<file path="src/dual_hbridge_ramped_pwm_controller_top_assert.svh">
// assertion macros for the dual h-bridge pwm controller
// used by dual_hbridge_ramped_pwm_controller_top; no other dependencies
`ifndef DUAL_HBRIDGE_RAMPED_PWM_CONTROLLER_TOP_ASSERT_SVH
`define DUAL_HBRIDGE_RAMPED_PWM_CONTROLLER_TOP_ASSERT_SVH
`ifndef SYNTHESIS
// same-cycle implication, disabled during reset
`define DHB_ASSERT_IMPLY(label, clk, rst_n, ante, cons) \
    label: assert property (@(posedge clk) disable iff (!rst_n) (ante) |-> (cons)) \
        else $error("dhb check failed");
// next-cycle implication, disabled during reset
`define DHB_ASSERT_NEXT(label, clk, rst_n, ante, cons) \
    label: assert property (@(posedge clk) disable iff (!rst_n) (ante) |=> (cons)) \
        else $error("dhb check failed");
`else
`define DHB_ASSERT_IMPLY(label, clk, rst_n, ante, cons)
`define DHB_ASSERT_NEXT(label, clk, rst_n, ante, cons)
`endif
`endif

</file>
<file path="src/dhb_pkg.sv">
// shared types, codes and constants for the dual h-bridge pwm controller
// no dependencies
`default_nettype none

package dhb_pkg;

    localparam int APB_ADDR_W = 5;
    localparam int APB_DATA_W = 32;

    // request codes
    typedef enum logic [2:0] {
        REQ_SET_DUTY = 3'd0,
        REQ_TICK     = 3'd1,
        REQ_STOP     = 3'd2,
        REQ_ENABLE   = 3'd3,
        REQ_DISABLE  = 3'd4
    } req_code_t;

    // result status codes
    typedef enum logic [1:0] {
        ST_OK       = 2'd0,
        ST_BAD_ID   = 2'd1,
        ST_DISABLED = 2'd2
    } rsp_status_t;

    // bridge input pin patterns, bit0 in1, bit1 in2
    typedef enum logic [1:0] {
        DIR_COAST = 2'd0,
        DIR_FWD   = 2'd1,
        DIR_REV   = 2'd2,
        DIR_BRAKE = 2'd3
    } dir_t;

    // register word indexes
    typedef enum logic [2:0] {
        REG_MAX_DUTY  = 3'd0,
        REG_MIN_START = 3'd1,
        REG_RAMP_STEP = 3'd2,
        REG_LEFT_REV  = 3'd3,
        REG_RIGHT_REV = 3'd4
    } reg_idx_t;

    localparam logic [14:0] MAX_DUTY_RST  = 15'd1000;
    localparam logic [14:0] MIN_START_RST = 15'd0;
    localparam logic [14:0] RAMP_STEP_RST = 15'd1;

    typedef struct packed {
        logic [14:0] max_duty;
        logic [14:0] min_start_duty;
        logic [14:0] ramp_step;
        logic        left_reversed;
        logic        right_reversed;
    } cfg_t;

    typedef struct packed {
        logic [2:0]         req_type;
        logic [1:0]         motor_id;
        logic signed [15:0] duty;
        logic               brake;
    } item_t;

    typedef struct packed {
        logic [1:0]         status;
        logic [1:0]         left_dir_pins;
        logic [1:0]         right_dir_pins;
        logic [14:0]        left_compare;
        logic [14:0]        right_compare;
        logic               standby_pin;
        logic signed [15:0] left_applied;
        logic signed [15:0] right_applied;
    } result_t;

    // one channel after a ramp tick
    typedef struct packed {
        logic signed [15:0] applied;
        logic [1:0]         pins;
        logic [14:0]        compare;
    } chan_drive_t;

endpackage

`default_nettype wire

</file>
<file path="src/dhb_ifs.sv">
// request and result channel interfaces, valid/ready handshake
// depends on dhb_pkg
`default_nettype none

interface dhb_req_if;
    import dhb_pkg::*;

    logic               valid;
    logic               ready;
    logic [2:0]         req_type;
    logic [1:0]         motor_id;
    logic signed [15:0] duty;
    logic               brake;

    modport source (output valid, output req_type, output motor_id, output duty,
                    output brake, input ready);
    modport sink (input valid, input req_type, input motor_id, input duty,
                  input brake, output ready);
endinterface

interface dhb_rsp_if;
    import dhb_pkg::*;

    logic               valid;
    logic               ready;
    logic [1:0]         status;
    logic [1:0]         left_dir_pins;
    logic [1:0]         right_dir_pins;
    logic [14:0]        left_compare;
    logic [14:0]        right_compare;
    logic               standby_pin;
    logic signed [15:0] left_applied;
    logic signed [15:0] right_applied;

    modport source (output valid, output status, output left_dir_pins,
                    output right_dir_pins, output left_compare, output right_compare,
                    output standby_pin, output left_applied, output right_applied,
                    input ready);
    modport sink (input valid, input status, input left_dir_pins,
                  input right_dir_pins, input left_compare, input right_compare,
                  input standby_pin, input left_applied, input right_applied,
                  output ready);
endinterface

`default_nettype wire

</file>
<file path="src/dhb_apb_regs.sv">
// apb configuration registers: duty limits, ramp step, reversal flags
// depends on dhb_pkg
`default_nettype none

module dhb_apb_regs (
    input  wire logic                              clk,
    input  wire logic                              rst_n,
    input  wire logic                              psel,
    input  wire logic                              penable,
    input  wire logic                              pwrite,
    input  wire logic [dhb_pkg::APB_ADDR_W-1:0]    paddr,
    input  wire logic [dhb_pkg::APB_DATA_W-1:0]    pwdata,
    output logic      [dhb_pkg::APB_DATA_W-1:0]    prdata,
    output logic                                   pready,
    output dhb_pkg::cfg_t                          cfg
);
    import dhb_pkg::*;

    logic [2:0] idx;
    logic       wr_en;
    cfg_t       cfg_reg;
    cfg_t       cfg_next;

    assign idx    = paddr[APB_ADDR_W-1:2];
    assign pready = 1'b1;
    assign wr_en  = psel && penable && pwrite && pready;
    assign cfg    = cfg_reg;

    // register write decode
    always_comb
    begin
        cfg_next = cfg_reg;
        if (wr_en)
        begin
            case (idx)
                REG_MAX_DUTY:  cfg_next.max_duty       = pwdata[14:0];
                REG_MIN_START: cfg_next.min_start_duty = pwdata[14:0];
                REG_RAMP_STEP: cfg_next.ramp_step      = pwdata[14:0];
                REG_LEFT_REV:  cfg_next.left_reversed  = pwdata[0];
                REG_RIGHT_REV: cfg_next.right_reversed = pwdata[0];
                default:       cfg_next = cfg_reg;
            endcase
        end
    end

    always_ff @(posedge clk or negedge rst_n)
    begin
        if (!rst_n)
        begin
            cfg_reg.max_duty       <= MAX_DUTY_RST;
            cfg_reg.min_start_duty <= MIN_START_RST;
            cfg_reg.ramp_step      <= RAMP_STEP_RST;
            cfg_reg.left_reversed  <= 1'b0;
            cfg_reg.right_reversed <= 1'b0;
        end
        else
        begin
            cfg_reg <= cfg_next;
        end
    end

    // read mux
    always_comb
    begin
        case (idx)
            REG_MAX_DUTY:  prdata = {17'd0, cfg_reg.max_duty};
            REG_MIN_START: prdata = {17'd0, cfg_reg.min_start_duty};
            REG_RAMP_STEP: prdata = {17'd0, cfg_reg.ramp_step};
            REG_LEFT_REV:  prdata = {31'd0, cfg_reg.left_reversed};
            REG_RIGHT_REV: prdata = {31'd0, cfg_reg.right_reversed};
            default:       prdata = '0;
        endcase
    end

endmodule

`default_nettype wire

</file>
<file path="src/dhb_chan.sv">
// one channel's ramp toward target and bridge drive (pins, compare)
// depends on dhb_pkg
`default_nettype none

module dhb_chan (
    input  wire logic signed [15:0] applied,
    input  wire logic signed [15:0] target,
    input  wire logic [14:0]        step,
    input  wire logic               reversed,
    output dhb_pkg::chan_drive_t    drv
);
    import dhb_pkg::*;

    logic signed [17:0] a_ext;
    logic signed [17:0] t_ext;
    logic signed [17:0] step_ext;
    logic signed [17:0] up;
    logic signed [17:0] dn;
    logic signed [17:0] ramped;
    logic signed [16:0] logical;
    logic signed [16:0] phys;
    logic signed [16:0] mag;

    assign a_ext    = {{2{applied[15]}}, applied};
    assign t_ext    = {{2{target[15]}}, target};
    assign step_ext = {3'd0, step};
    assign up       = a_ext + step_ext;
    assign dn       = a_ext - step_ext;

    // step toward target, never past it
    always_comb
    begin
        if (a_ext < t_ext)
            ramped = (up > t_ext) ? t_ext : up;
        else if (a_ext > t_ext)
            ramped = (dn < t_ext) ? t_ext : dn;
        else
            ramped = a_ext;
    end

    // physical direction after reversal
    assign logical = ramped[16:0];
    assign phys    = reversed ? -logical : logical;
    assign mag     = phys[16] ? -phys : phys;

    // pins and saturated compare
    always_comb
    begin
        drv.applied = ramped[15:0];
        if (phys > 17'sd0)
            drv.pins = DIR_FWD;
        else if (phys < 17'sd0)
            drv.pins = DIR_REV;
        else
            drv.pins = DIR_COAST;
        drv.compare = (mag > 17'sd32767) ? 15'h7fff : mag[14:0];
    end

endmodule

`default_nettype wire

</file>
<file path="src/dhb_core.sv">
// channel state and request handling: set duty, tick, stop, enable, disable
// depends on dhb_pkg and dhb_chan
`default_nettype none

module dhb_core (
    input  wire logic           clk,
    input  wire logic           rst_n,
    input  wire logic           fire,
    input  wire dhb_pkg::item_t item,
    input  wire dhb_pkg::cfg_t  cfg,
    output dhb_pkg::result_t    result
);
    import dhb_pkg::*;

    logic signed [15:0] target_reg  [2];
    logic signed [15:0] target_next [2];
    logic signed [15:0] applied_reg [2];
    logic signed [15:0] applied_next[2];
    logic [1:0]         pins_reg    [2];
    logic [1:0]         pins_next   [2];
    logic [14:0]        cmp_reg     [2];
    logic [14:0]        cmp_next    [2];
    logic               standby_reg;
    logic               standby_next;
    logic [1:0]         status;
    chan_drive_t        drv_l;
    chan_drive_t        drv_r;

    logic signed [16:0] d_in;
    logic signed [16:0] lim;
    logic signed [16:0] ms;
    logic signed [16:0] d_clip;
    logic signed [16:0] d_final;

    // ramp and drive per channel
    dhb_chan u_chan_l (
        .applied  (applied_reg[0]),
        .target   (target_reg[0]),
        .step     (cfg.ramp_step),
        .reversed (cfg.left_reversed),
        .drv      (drv_l)
    );

    dhb_chan u_chan_r (
        .applied  (applied_reg[1]),
        .target   (target_reg[1]),
        .step     (cfg.ramp_step),
        .reversed (cfg.right_reversed),
        .drv      (drv_r)
    );

    // clamp requested duty, then raise small nonzero values to the start duty
    assign d_in = {item.duty[15], item.duty};
    assign lim  = {2'b00, cfg.max_duty};
    assign ms   = {2'b00, cfg.min_start_duty};

    always_comb
    begin
        if (d_in > lim)
            d_clip = lim;
        else if (d_in < -lim)
            d_clip = -lim;
        else
            d_clip = d_in;
        if (d_clip != 17'sd0 && d_clip < ms && d_clip > -ms)
            d_final = (d_clip > 17'sd0) ? ms : -ms;
        else
            d_final = d_clip;
    end

    // request decode and next state
    always_comb
    begin
        target_next  = target_reg;
        applied_next = applied_reg;
        pins_next    = pins_reg;
        cmp_next     = cmp_reg;
        standby_next = standby_reg;
        status       = ST_OK;
        case (item.req_type)
            REQ_SET_DUTY:
            begin
                if (item.motor_id[1])
                    status = ST_BAD_ID;
                else if (!standby_reg)
                    status = ST_DISABLED;
                else
                    target_next[item.motor_id[0]] = d_final[15:0];
            end
            REQ_TICK:
            begin
                applied_next[0] = drv_l.applied;
                pins_next[0]    = drv_l.pins;
                cmp_next[0]     = drv_l.compare;
                applied_next[1] = drv_r.applied;
                pins_next[1]    = drv_r.pins;
                cmp_next[1]     = drv_r.compare;
            end
            REQ_STOP:
            begin
                if (item.motor_id[1])
                begin
                    status = ST_BAD_ID;
                end
                else
                begin
                    target_next[item.motor_id[0]]  = 16'sd0;
                    applied_next[item.motor_id[0]] = 16'sd0;
                    cmp_next[item.motor_id[0]]     = 15'd0;
                    pins_next[item.motor_id[0]]    = item.brake ? DIR_BRAKE : DIR_COAST;
                end
            end
            REQ_ENABLE:
            begin
                standby_next = 1'b1;
            end
            REQ_DISABLE:
            begin
                target_next[0]  = 16'sd0;
                target_next[1]  = 16'sd0;
                applied_next[0] = 16'sd0;
                applied_next[1] = 16'sd0;
                cmp_next[0]     = 15'd0;
                cmp_next[1]     = 15'd0;
                pins_next[0]    = DIR_COAST;
                pins_next[1]    = DIR_COAST;
                standby_next    = 1'b0;
            end
            default:
            begin
                status = ST_OK;
            end
        endcase
    end

    // state registers, enable flag and standby line share one bit
    always_ff @(posedge clk or negedge rst_n)
    begin
        if (!rst_n)
        begin
            target_reg  <= '{2{16'sd0}};
            applied_reg <= '{2{16'sd0}};
            pins_reg    <= '{2{DIR_COAST}};
            cmp_reg     <= '{2{15'd0}};
            standby_reg <= 1'b0;
        end
        else if (fire)
        begin
            target_reg  <= target_next;
            applied_reg <= applied_next;
            pins_reg    <= pins_next;
            cmp_reg     <= cmp_next;
            standby_reg <= standby_next;
        end
    end

    // result shows state after the request
    always_comb
    begin
        result.status         = status;
        result.left_dir_pins  = pins_next[0];
        result.right_dir_pins = pins_next[1];
        result.left_compare   = cmp_next[0];
        result.right_compare  = cmp_next[1];
        result.standby_pin    = standby_next;
        result.left_applied   = applied_next[0];
        result.right_applied  = applied_next[1];
    end

endmodule

`default_nettype wire

</file>
<file path="src/dual_hbridge_ramped_pwm_controller_top.sv">
// channel    dir   handshake      payload
// req        in    valid/ready    req_type, motor_id, duty, brake
// rsp        out   valid/ready    status, pins, compares, standby, applied duties
// apb        in    psel/penable   max_duty, min_start_duty, ramp_step, reversal flags
//
// each request passes from acceptance through the input register, then through the
// request logic into the result register
// one request per cycle sustained while results are taken; the input register drains as the result register frees
// a stalled result holds its register; the next request waits in the input register
// asynchronous active-low reset clears channel state and loads register defaults
//
// depends on dhb_pkg, dhb_ifs, dhb_apb_regs, dhb_core and the assertion header
`default_nettype none

`include "dual_hbridge_ramped_pwm_controller_top_assert.svh"

module dual_hbridge_ramped_pwm_controller_top (
    input  wire logic                              clk,
    input  wire logic                              rst_n,
    dhb_req_if.sink                                req,
    dhb_rsp_if.source                              rsp,
    input  wire logic                              psel,
    input  wire logic                              penable,
    input  wire logic                              pwrite,
    input  wire logic [dhb_pkg::APB_ADDR_W-1:0]    paddr,
    input  wire logic [dhb_pkg::APB_DATA_W-1:0]    pwdata,
    output logic      [dhb_pkg::APB_DATA_W-1:0]    prdata,
    output logic                                   pready
);
    import dhb_pkg::*;

    cfg_t    cfg;
    item_t   in_item;
    item_t   s1_item_reg;
    logic    s1_valid_reg;
    logic    s1_valid_next;
    logic    s1_adv;
    logic    in_fire;
    result_t core_res;
    result_t out_res_reg;
    logic    out_valid_reg;
    logic    out_valid_next;

    dhb_apb_regs u_regs (
        .clk     (clk),
        .rst_n   (rst_n),
        .psel    (psel),
        .penable (penable),
        .pwrite  (pwrite),
        .paddr   (paddr),
        .pwdata  (pwdata),
        .prdata  (prdata),
        .pready  (pready),
        .cfg     (cfg)
    );

    // handshake control
    assign s1_adv    = s1_valid_reg && (!out_valid_reg || rsp.ready);
    assign req.ready = !s1_valid_reg || s1_adv;
    assign in_fire   = req.valid && req.ready;

    assign in_item.req_type = req.req_type;
    assign in_item.motor_id = req.motor_id;
    assign in_item.duty     = req.duty;
    assign in_item.brake    = req.brake;

    always_comb
    begin
        if (in_fire)
            s1_valid_next = 1'b1;
        else if (s1_adv)
            s1_valid_next = 1'b0;
        else
            s1_valid_next = s1_valid_reg;

        if (s1_adv)
            out_valid_next = 1'b1;
        else if (rsp.ready)
            out_valid_next = 1'b0;
        else
            out_valid_next = out_valid_reg;
    end

    always_ff @(posedge clk or negedge rst_n)
    begin
        if (!rst_n)
        begin
            s1_valid_reg  <= 1'b0;
            out_valid_reg <= 1'b0;
        end
        else
        begin
            s1_valid_reg  <= s1_valid_next;
            out_valid_reg <= out_valid_next;
        end
    end

    // input register
    always_ff @(posedge clk)
    begin
        if (in_fire)
            s1_item_reg <= in_item;
    end

    dhb_core u_core (
        .clk    (clk),
        .rst_n  (rst_n),
        .fire   (s1_adv),
        .item   (s1_item_reg),
        .cfg    (cfg),
        .result (core_res)
    );

    // result register
    always_ff @(posedge clk)
    begin
        if (s1_adv)
            out_res_reg <= core_res;
    end

    assign rsp.valid          = out_valid_reg;
    assign rsp.status         = out_res_reg.status;
    assign rsp.left_dir_pins  = out_res_reg.left_dir_pins;
    assign rsp.right_dir_pins = out_res_reg.right_dir_pins;
    assign rsp.left_compare   = out_res_reg.left_compare;
    assign rsp.right_compare  = out_res_reg.right_compare;
    assign rsp.standby_pin    = out_res_reg.standby_pin;
    assign rsp.left_applied   = out_res_reg.left_applied;
    assign rsp.right_applied  = out_res_reg.right_applied;

    // zero compare exactly when the left bridge coasts or brakes
    `DHB_ASSERT_IMPLY(a_left_cmp_pins, clk, rst_n, rsp.valid, (rsp.left_compare == 15'd0) == (rsp.left_dir_pins == DIR_COAST || rsp.left_dir_pins == DIR_BRAKE))
    // same for the right bridge
    `DHB_ASSERT_IMPLY(a_right_cmp_pins, clk, rst_n, rsp.valid, (rsp.right_compare == 15'd0) == (rsp.right_dir_pins == DIR_COAST || rsp.right_dir_pins == DIR_BRAKE))
    // a disable leaves both channels stopped and the driver in standby
    `DHB_ASSERT_NEXT(a_disable_stop, clk, rst_n, s1_adv && s1_item_reg.req_type == REQ_DISABLE, rsp.valid && !rsp.standby_pin && rsp.left_compare == 15'd0 && rsp.right_compare == 15'd0)

endmodule

`default_nettype wire
</file>
<file path="src/flat_wrapper.sv">
// flat-port wrapper written by rule: the top's interface ports become plain ports
module dual_hbridge_ramped_pwm_controller_top_flat import dhb_pkg::*;
  (clk, rst_n, psel, penable, pwrite, paddr, pwdata, prdata, pready, req_valid, req_req_type, req_motor_id, req_duty, req_brake, req_ready, rsp_valid, rsp_status, rsp_left_dir_pins, rsp_right_dir_pins, rsp_left_compare, rsp_right_compare, rsp_standby_pin, rsp_left_applied, rsp_right_applied, rsp_ready);
  dhb_req_if req_i ();
  dhb_rsp_if rsp_i ();
  input  wire logic clk;
  input  wire logic rst_n;
  input  wire logic psel;
  input  wire logic penable;
  input  wire logic pwrite;
  input  wire logic [dhb_pkg::APB_ADDR_W-1:0] paddr;
  input  wire logic [dhb_pkg::APB_DATA_W-1:0] pwdata;
  output logic      [dhb_pkg::APB_DATA_W-1:0] prdata;
  output logic pready;
  input wire logic [$bits(req_i.valid)-1:0] req_valid;
  input wire logic [$bits(req_i.req_type)-1:0] req_req_type;
  input wire logic [$bits(req_i.motor_id)-1:0] req_motor_id;
  input wire logic [$bits(req_i.duty)-1:0] req_duty;
  input wire logic [$bits(req_i.brake)-1:0] req_brake;
  output wire logic [$bits(req_i.ready)-1:0] req_ready;
  output wire logic [$bits(rsp_i.valid)-1:0] rsp_valid;
  output wire logic [$bits(rsp_i.status)-1:0] rsp_status;
  output wire logic [$bits(rsp_i.left_dir_pins)-1:0] rsp_left_dir_pins;
  output wire logic [$bits(rsp_i.right_dir_pins)-1:0] rsp_right_dir_pins;
  output wire logic [$bits(rsp_i.left_compare)-1:0] rsp_left_compare;
  output wire logic [$bits(rsp_i.right_compare)-1:0] rsp_right_compare;
  output wire logic [$bits(rsp_i.standby_pin)-1:0] rsp_standby_pin;
  output wire logic [$bits(rsp_i.left_applied)-1:0] rsp_left_applied;
  output wire logic [$bits(rsp_i.right_applied)-1:0] rsp_right_applied;
  input wire logic [$bits(rsp_i.ready)-1:0] rsp_ready;
  assign req_i.valid = req_valid;
  assign req_i.req_type = req_req_type;
  assign req_i.motor_id = req_motor_id;
  assign req_i.duty = req_duty;
  assign req_i.brake = req_brake;
  assign req_ready = req_i.ready;
  assign rsp_valid = rsp_i.valid;
  assign rsp_status = rsp_i.status;
  assign rsp_left_dir_pins = rsp_i.left_dir_pins;
  assign rsp_right_dir_pins = rsp_i.right_dir_pins;
  assign rsp_left_compare = rsp_i.left_compare;
  assign rsp_right_compare = rsp_i.right_compare;
  assign rsp_standby_pin = rsp_i.standby_pin;
  assign rsp_left_applied = rsp_i.left_applied;
  assign rsp_right_applied = rsp_i.right_applied;
  assign rsp_i.ready = rsp_ready;
  dual_hbridge_ramped_pwm_controller_top u_core (.clk(clk), .rst_n(rst_n), .req(req_i), .rsp(rsp_i), .psel(psel), .penable(penable), .pwrite(pwrite), .paddr(paddr), .pwdata(pwdata), .prdata(prdata), .pready(pready));
endmodule
</file>
<file path="config.mk">
export PLATFORM = sky130hd
export DESIGN_NAME = dual_hbridge_ramped_pwm_controller_top_flat
export DESIGN_NICKNAME = d
export VERILOG_FILES = /design/src/dhb_pkg.sv /design/src/dhb_ifs.sv /design/src/dhb_apb_regs.sv /design/src/dhb_chan.sv /design/src/dhb_core.sv /design/src/dual_hbridge_ramped_pwm_controller_top.sv /design/src/flat_wrapper.sv
export VERILOG_INCLUDE_DIRS = /design/src /design/src/src
export SDC_FILE = /design/constraint.sdc
export NUM_CORES = 1
export LEC_CHECK = 0
export BUFFER_PORTS_ARGS = -buffer_cell sky130_fd_sc_hd__buf_4
export CORE_ASPECT_RATIO = 1.2
export CORE_MARGIN = 4
export CORE_UTILIZATION = 50
export DETAILED_ROUTE_END_ITERATION = 8
export PLACE_DENSITY = 0.71
export SETUP_SLACK_MARGIN = 0.5
export SYNTH_ARGS = -nofsm -noshare
export SYNTH_HDL_FRONTEND = slang
export SYNTH_SLANG_ARGS = --single-unit
</file>
<file path="constraint.sdc">
create_clock -name clk -period 10.7 [get_ports clk]
set_input_delay 2.14 -clock clk [delete_from_list [all_inputs] [get_ports clk]]
set_output_delay 2.14 -clock clk [all_outputs]
set_load 0.05 [all_outputs]
</file>
Word level (Yosys, flattened, before mapping) --
Index checks and enable logic that the tools add are counted.
Operators by class: bitwise gates (word level) 6, muxes and demuxes 51, reduce and logical (&&, ||, !) cells 23, add/sub/neg operators 10, order comparisons 21, eq/ne operators 11
Operators with widths (count):
- 17-bit two-way mux | 14
- 32-bit case mux with 3 select lines | 2
- 32-bit two-way mux | 4
- 30-bit case mux with 3 select lines | 1
- 15-bit case mux with 5 select lines | 1
- 17-bit negator | 4
- 32-bit AND | 2
- 17-bit by 1-bit > comparator with 1-bit output (second input constant) | 3
- 17-bit by 16-bit < comparator with 1-bit output | 3
- 16-bit > comparator | 3
- 16-bit two-way mux | 3
- 15-bit two-way mux | 3
- 16-bit by 16-bit adder with 17-bit output | 2
- 17-bit by 16-bit > comparator with 1-bit output | 2
- 17-bit by 16-bit > comparator with 1-bit output (second input constant) | 2
- 17-bit by 1-bit < comparator with 1-bit output (second input constant) | 2
- 15-bit negator with 17-bit output | 2
- 16-bit by 16-bit subtractor with 17-bit output | 2
- 32-bit bitwise mux | 1
- 16-bit < comparator | 2
- 32-bit NOT | 1
- 30-bit AND | 1
- 30-bit two-way mux | 1
- 30-bit NOT | 1
- other kinds (28) | 60
Word-level totals: register bits after elaboration 239, word-level logic and storage cells 150, output and inout port bits 104, bits of input ports 66

Depth between registers and ports, before layout --
depth in word-level cells 12, mapped depth 36, mapped depth without buffers 33

By module --
A second synthesis with hierarchy kept.
Unflattened totals: cells, all modules 2453, area, all modules 22575.4 µm²
By module, submodules not included:
- dhb_core | cells an instance 808, instances 1, area an instance 7785.0 µm², seq. area each 2477.4 µm²
- dhb_chan at u_core.u_core.u_chan_r | cells an instance 699, instances 1, area an instance 4794.6 µm², seq. area each 0.0 µm²
- dhb_chan at u_core.u_core.u_chan_l | cells an instance 652, instances 1, area an instance 4697.0 µm², seq. area each 0.0 µm²
- dual_hbridge_ramped_pwm_controller_top | cells an instance 99, instances 1, area an instance 2836.5 µm², seq. area each 2782.7 µm²
- dhb_apb_regs | cells an instance 195, instances 1, area an instance 2462.4 µm², seq. area each 1184.9 µm²

Worst setup path before layout --
OpenSTA, ideal clock, no wires.
path kind flip-flop to flip-flop, start register u_core.u_regs.cfg_reg (netlist bit u_core.u_regs.cfg[32]), end register (tool-made name), cell stages (with the launch flop) 35, library setup time 0.110 ns, clock period less this slack 7.039 ns, data required time 10.590 ns, setup slack 3.661 ns, path buffers 3, arrival 6.928 ns, cell sequence dfrtp_1 > inv_1 > ha_1 > nand2_1 > or4_1 > or3_1 > or4_1 > inv_1 > ha_1 > and4_1 > o21ai_0 > o21ai_0 > nor3_1 > clkbuf_1 > o21ai_0 > a31o_2 > inv_1 > ha_1 > nor2b_1 > o21a_1 > o21a_1 > o21a_1 > o21a_1 > o21a_1 > o21a_1 > o21a_1 > o2111ai_1 > a31oi_1 > o21a_1 > a211oi_1 > or2_1 > clkbuf_1 > buf_2 > nor2_1 > o41ai_1
RTL lines:
- start: declaration | line dhb_apb_regs.sv:21 | cfg_t cfg_reg;
- start signal: assignment | line dhb_apb_regs.sv:58 | cfg_reg <= cfg_next;

==> results <==
- The commonest register cell after synthesis is sky130_fd_sc_hd__dfrtp_1.
- The floorplan step set the die height to 235.8 um.
- The area of the core is 42790 sq um.
- The number of antenna violations at the first check in global routing is 0.
- The count of pins over their slew limit is 0.
- The antenna diode instance count is 0.
- The detailed router finished its first iteration with 1645 violations.
- The overall via count from detail_route is 19940.
- Setup repair after global routing left no endpoint under its margin.
- The largest individual stage delay along the critical path comes from the cell sky130_fd_sc_hd__dfstp_2.
- Yosys mapped the design onto 126 distinct sky130hd cell types.
- After clock tree synthesis, the clock-pin slew on the worst setup and hold paths is 0.07 ns.
- The hold buffer count at cts is 0.
- The first global-routing pass estimated 109.7 mm of wire.
- The highest metal layer with signal wires is met4.
- The worst hold path class is register to register.
- In this run, CTS created clock tree buffers numbering 28.
- The clock sink count is 239.
- The number of warning messages in the yosys log is 0.
- The effective utilization at floorplan is 50.54%.
- The fraction of synthesized cell area taken by the top area cell type is 16.32%.
- The placer congestion estimate is 0.9799.
- The worst reg2reg path depth is 28.
- The worst hold path stage count is 2.
- The detailed-routed wire length on met3 is 4.100 mm.
- The final core utilization is 55.85%.
- The clock passes through at most 3 buffers.
- In this run the core area contains 83 standard-cell rows.
- The number of enable flip-flop cells after synthesis is 91.
- The worst register-to-register path ends at u_core.rsp.right_compare[2].
- Entering global routing, the biggest net connects 80 pins.
- The post-route cell area is 23900 sq um.
- The length of routed met2 wiring is 32.86 mm.
- The post-route setup TNS is 0 ns.
- The tool flagged a number of max-cap violations equal to 0.
- The type of destination of the critical path is a register.
- The time the final worst path needs with I/O delays and setup is 8.860 ns.
- The placed wire-length estimate is 56.24 mm.
- Across all register-to-register paths, the minimum setup slack is 1.84 ns.
- The worst setup path is of the register to register kind.
- The root buffer cell is sky130_fd_sc_hd__clkbuf_16.
- The peak fanout along the critical path is 16.
- Once placement finished, the instance area stood at 22980 sq um.
- Clock skew on the completed layout was measured at 0.02007 ns.
- Of all cell types, the one taking the most synthesized area is sky130_fd_sc_hd__dfrtp_1.
- The run finished with clean final reports.
- In the final design database the tool counted 2931 nets.
- The number of buffers added for setup after CTS is 0.
- The clock reaches the later pin of the worst-skew pair after 0.57 ns.
- The required arrival time at the worst endpoint is 10.99 ns.
- The combined global-route utilization of all metal layers is 29.39%.
- The beginning of the worst register-to-register path is u_core.u_regs.cfg[2].
- On the worst path, the slowest cell contributes a delay of 0.74 ns.
- The total overflow left after global routing is 0.
- The number of instances in the synthesized netlist is 2557.
- The transition time at the pin with the least slew margin is 1.259 ns.
- The number of global-route vias before repair was 19100.
- The arrival time reported for the critical path endpoint is 9.15 ns.
- The sequential fraction of the synthesis area is 29.81%.
- The top-level I/O count is 170.
- Dividing the detail-routed via count by the number of cells gives 6.209.
- For this run, design rule violations remaining after detail routing come to 0.
- The number of nets with antenna violations after routing is 0.
- The kind of start point of the critical path is a register.
- After clock tree synthesis, the repair step resized 0 gates.
- The overall die area is 46650 sq um.
- Ranked by total cell area, the synthesized netlist is headed by sky130_fd_sc_hd__dfrtp_1 (16%), sky130_fd_sc_hd__ha_1 (13%), sky130_fd_sc_hd__edfxtp_1 (13%), sky130_fd_sc_hd__nand2_1 (5.6%), sky130_fd_sc_hd__nor2_1 (3.9%).
- The total of endpoints with negative setup slack in the final report is 0.
- The synthesis-to-finish area growth is 10.51%.
- The maximum level of the CTS H-tree is 1.
- The final worst-path cycle share is 82.81%.
- The final count of hold timing violations is 0.
- Wires add up to 70.94 mm.
- The post-synthesis cell area is 21620 sq um.
- In the final routing, the length of wire on met1 measures 30.34 mm.
- The fraction of final layout cells sized beyond drive strength 1 is 12.26%.
- Dividing the detail-routed wire length by the instance count gives 22.09 um.
- TritonCTS built the clock tree.
- The synthesized area per cell is 8.456 sq um.
- The die span in x is 197.8 um.
- The synthesized design contains 239 register bits.
- The async set-reset flop share out of synthesis is 61.92%.
- Based on the critical path, the design can be clocked at up to 112.9 MHz.
- In this run the tool buffered the top-level ports with 132 buffer cells.
- The worst relative slew slack is 15.69%.
- The first TritonRoute pass finished after 6 iterations.
-- area by class of cell --
type                            count  area, sq um
Fill cell                        3947        18890
Multi-Input combinational cell   2050        14030
Clock buffer                       34        744.5
Timing Repair Buffer              163         1227
Inverter                          155        584.3
Clock inverter                     18        168.9
Tap cell                          552        690.7
Sequential cell                   239         6445
-- cell usage after synthesis, types with 19 or more instances --
master                     count
sky130_fd_sc_hd__nand4_1      22
sky130_fd_sc_hd__nor2_1      222
sky130_fd_sc_hd__a21oi_1     148
sky130_fd_sc_hd__clkbuf_1     79
sky130_fd_sc_hd__o211ai_1     23
sky130_fd_sc_hd__o41ai_1      32
sky130_fd_sc_hd__nand3_1      61
sky130_fd_sc_hd__and3_1       34
sky130_fd_sc_hd__or3_1        44
sky130_fd_sc_hd__nand2b_1     23
sky130_fd_sc_hd__edfxtp_1     91
sky130_fd_sc_hd__nor3_1       45
sky130_fd_sc_hd__o21ai_1      27
sky130_fd_sc_hd__nor2b_1      29
sky130_fd_sc_hd__buf_4        25
sky130_fd_sc_hd__dfrtp_1     141
sky130_fd_sc_hd__xor2_1       26
sky130_fd_sc_hd__o31ai_1      19
sky130_fd_sc_hd__inv_1       152
sky130_fd_sc_hd__a31oi_1      32
sky130_fd_sc_hd__o21a_1       35
sky130_fd_sc_hd__mux2i_1      37
sky130_fd_sc_hd__a22o_1       26
sky130_fd_sc_hd__o21ai_0     156
sky130_fd_sc_hd__ha_1        224
sky130_fd_sc_hd__a21o_1       41
sky130_fd_sc_hd__nand2_1     324
sky130_fd_sc_hd__mux2_2       30
sky130_fd_sc_hd__xnor2_1      73
-- cell usage in the layout (no fill, tap or decap), drive strengths merged, types with 36 or more instances in the layout --
cell and count:
or3 44, xnor2 74, buf 163, inv 154, nand3 62, edfxtp 91
dfrtp 141, mux2i 37, nor2 225, and3 36, ha 224, nor3 47
a21o 41, nand2 325, o21ai 183, a21oi 150
-- stage by stage --
stage	hold WS (ns)	setup WS [ns]	cells
2_1_floorplan	0.4432	3.661	2573
3_3_place_gp	0.4614	2.065	3159
3_5_place_dp	0.4646	2.028	3159
4_1_cts	0.4778	2.025	3211
5_1_grt	0.5124	1.403	3211
6_report	0.4742	1.840	3211
-- cells by family (layout without fill, tap and decap cells) --
family                   after synthesis  after routing  share of synthesized area [%]
AO/OA/AOI/OAI                        723            723                          23.30
XOR/XNOR                             101            101                          4.160
adder cells (fa/ha/maj)              228            228                          13.33
buffers and inverters                284            370                          5.630
flip-flops                           239            239                          29.81
multiplexers                          71             71                          3.570
other                                  2             18                        0.03473
AND/OR/NAND/NOR                      909            909                          20.17
-- layer usage --
layer / GRT usage, % / vias up
met4: 12.52 / 0
met3: 2.986 / 159
met5: 0 / -
li1: - / 9516
met2: 48.19 / 727
met1: 39.55 / 9536
-- worst max-delay path by stage --
stage | start | slack [ns] | cells after the start | to
after floorplan | u_core.u_regs.cfg[32] | 3.66 | 34 | register
after global placement | u_core.u_regs.cfg[32] | 2.06 | 31 | register
after detailed placement | u_core.u_regs.cfg[32] | 2.03 | 31 | register
after CTS | u_core.u_regs.cfg[2] | 2.03 | 28 | u_core.rsp.right_compare[2]
after global routing | u_core.u_regs.cfg[32] | 1.40 | 32 | register
final | u_core.u_regs.cfg[2] | 1.84 | 28 | u_core.rsp.right_compare[2]
-- critical path, delay by kind of cell, from the launching register on --
family	cells	cell delay [ns]
AO/OA/AOI/OAI	12	3.29
XOR/XNOR	1	0.41
adder cells (fa/ha/maj)	3	0.98
buffers and inverters	2	0.35
flip-flops	1	0.74
multiplexers	1	0.35
AND/OR/NAND/NOR	9	2.43
Power is not shown: default switching activity piles up to over one toggle a cycle in this logic, so the estimate is an artifact.
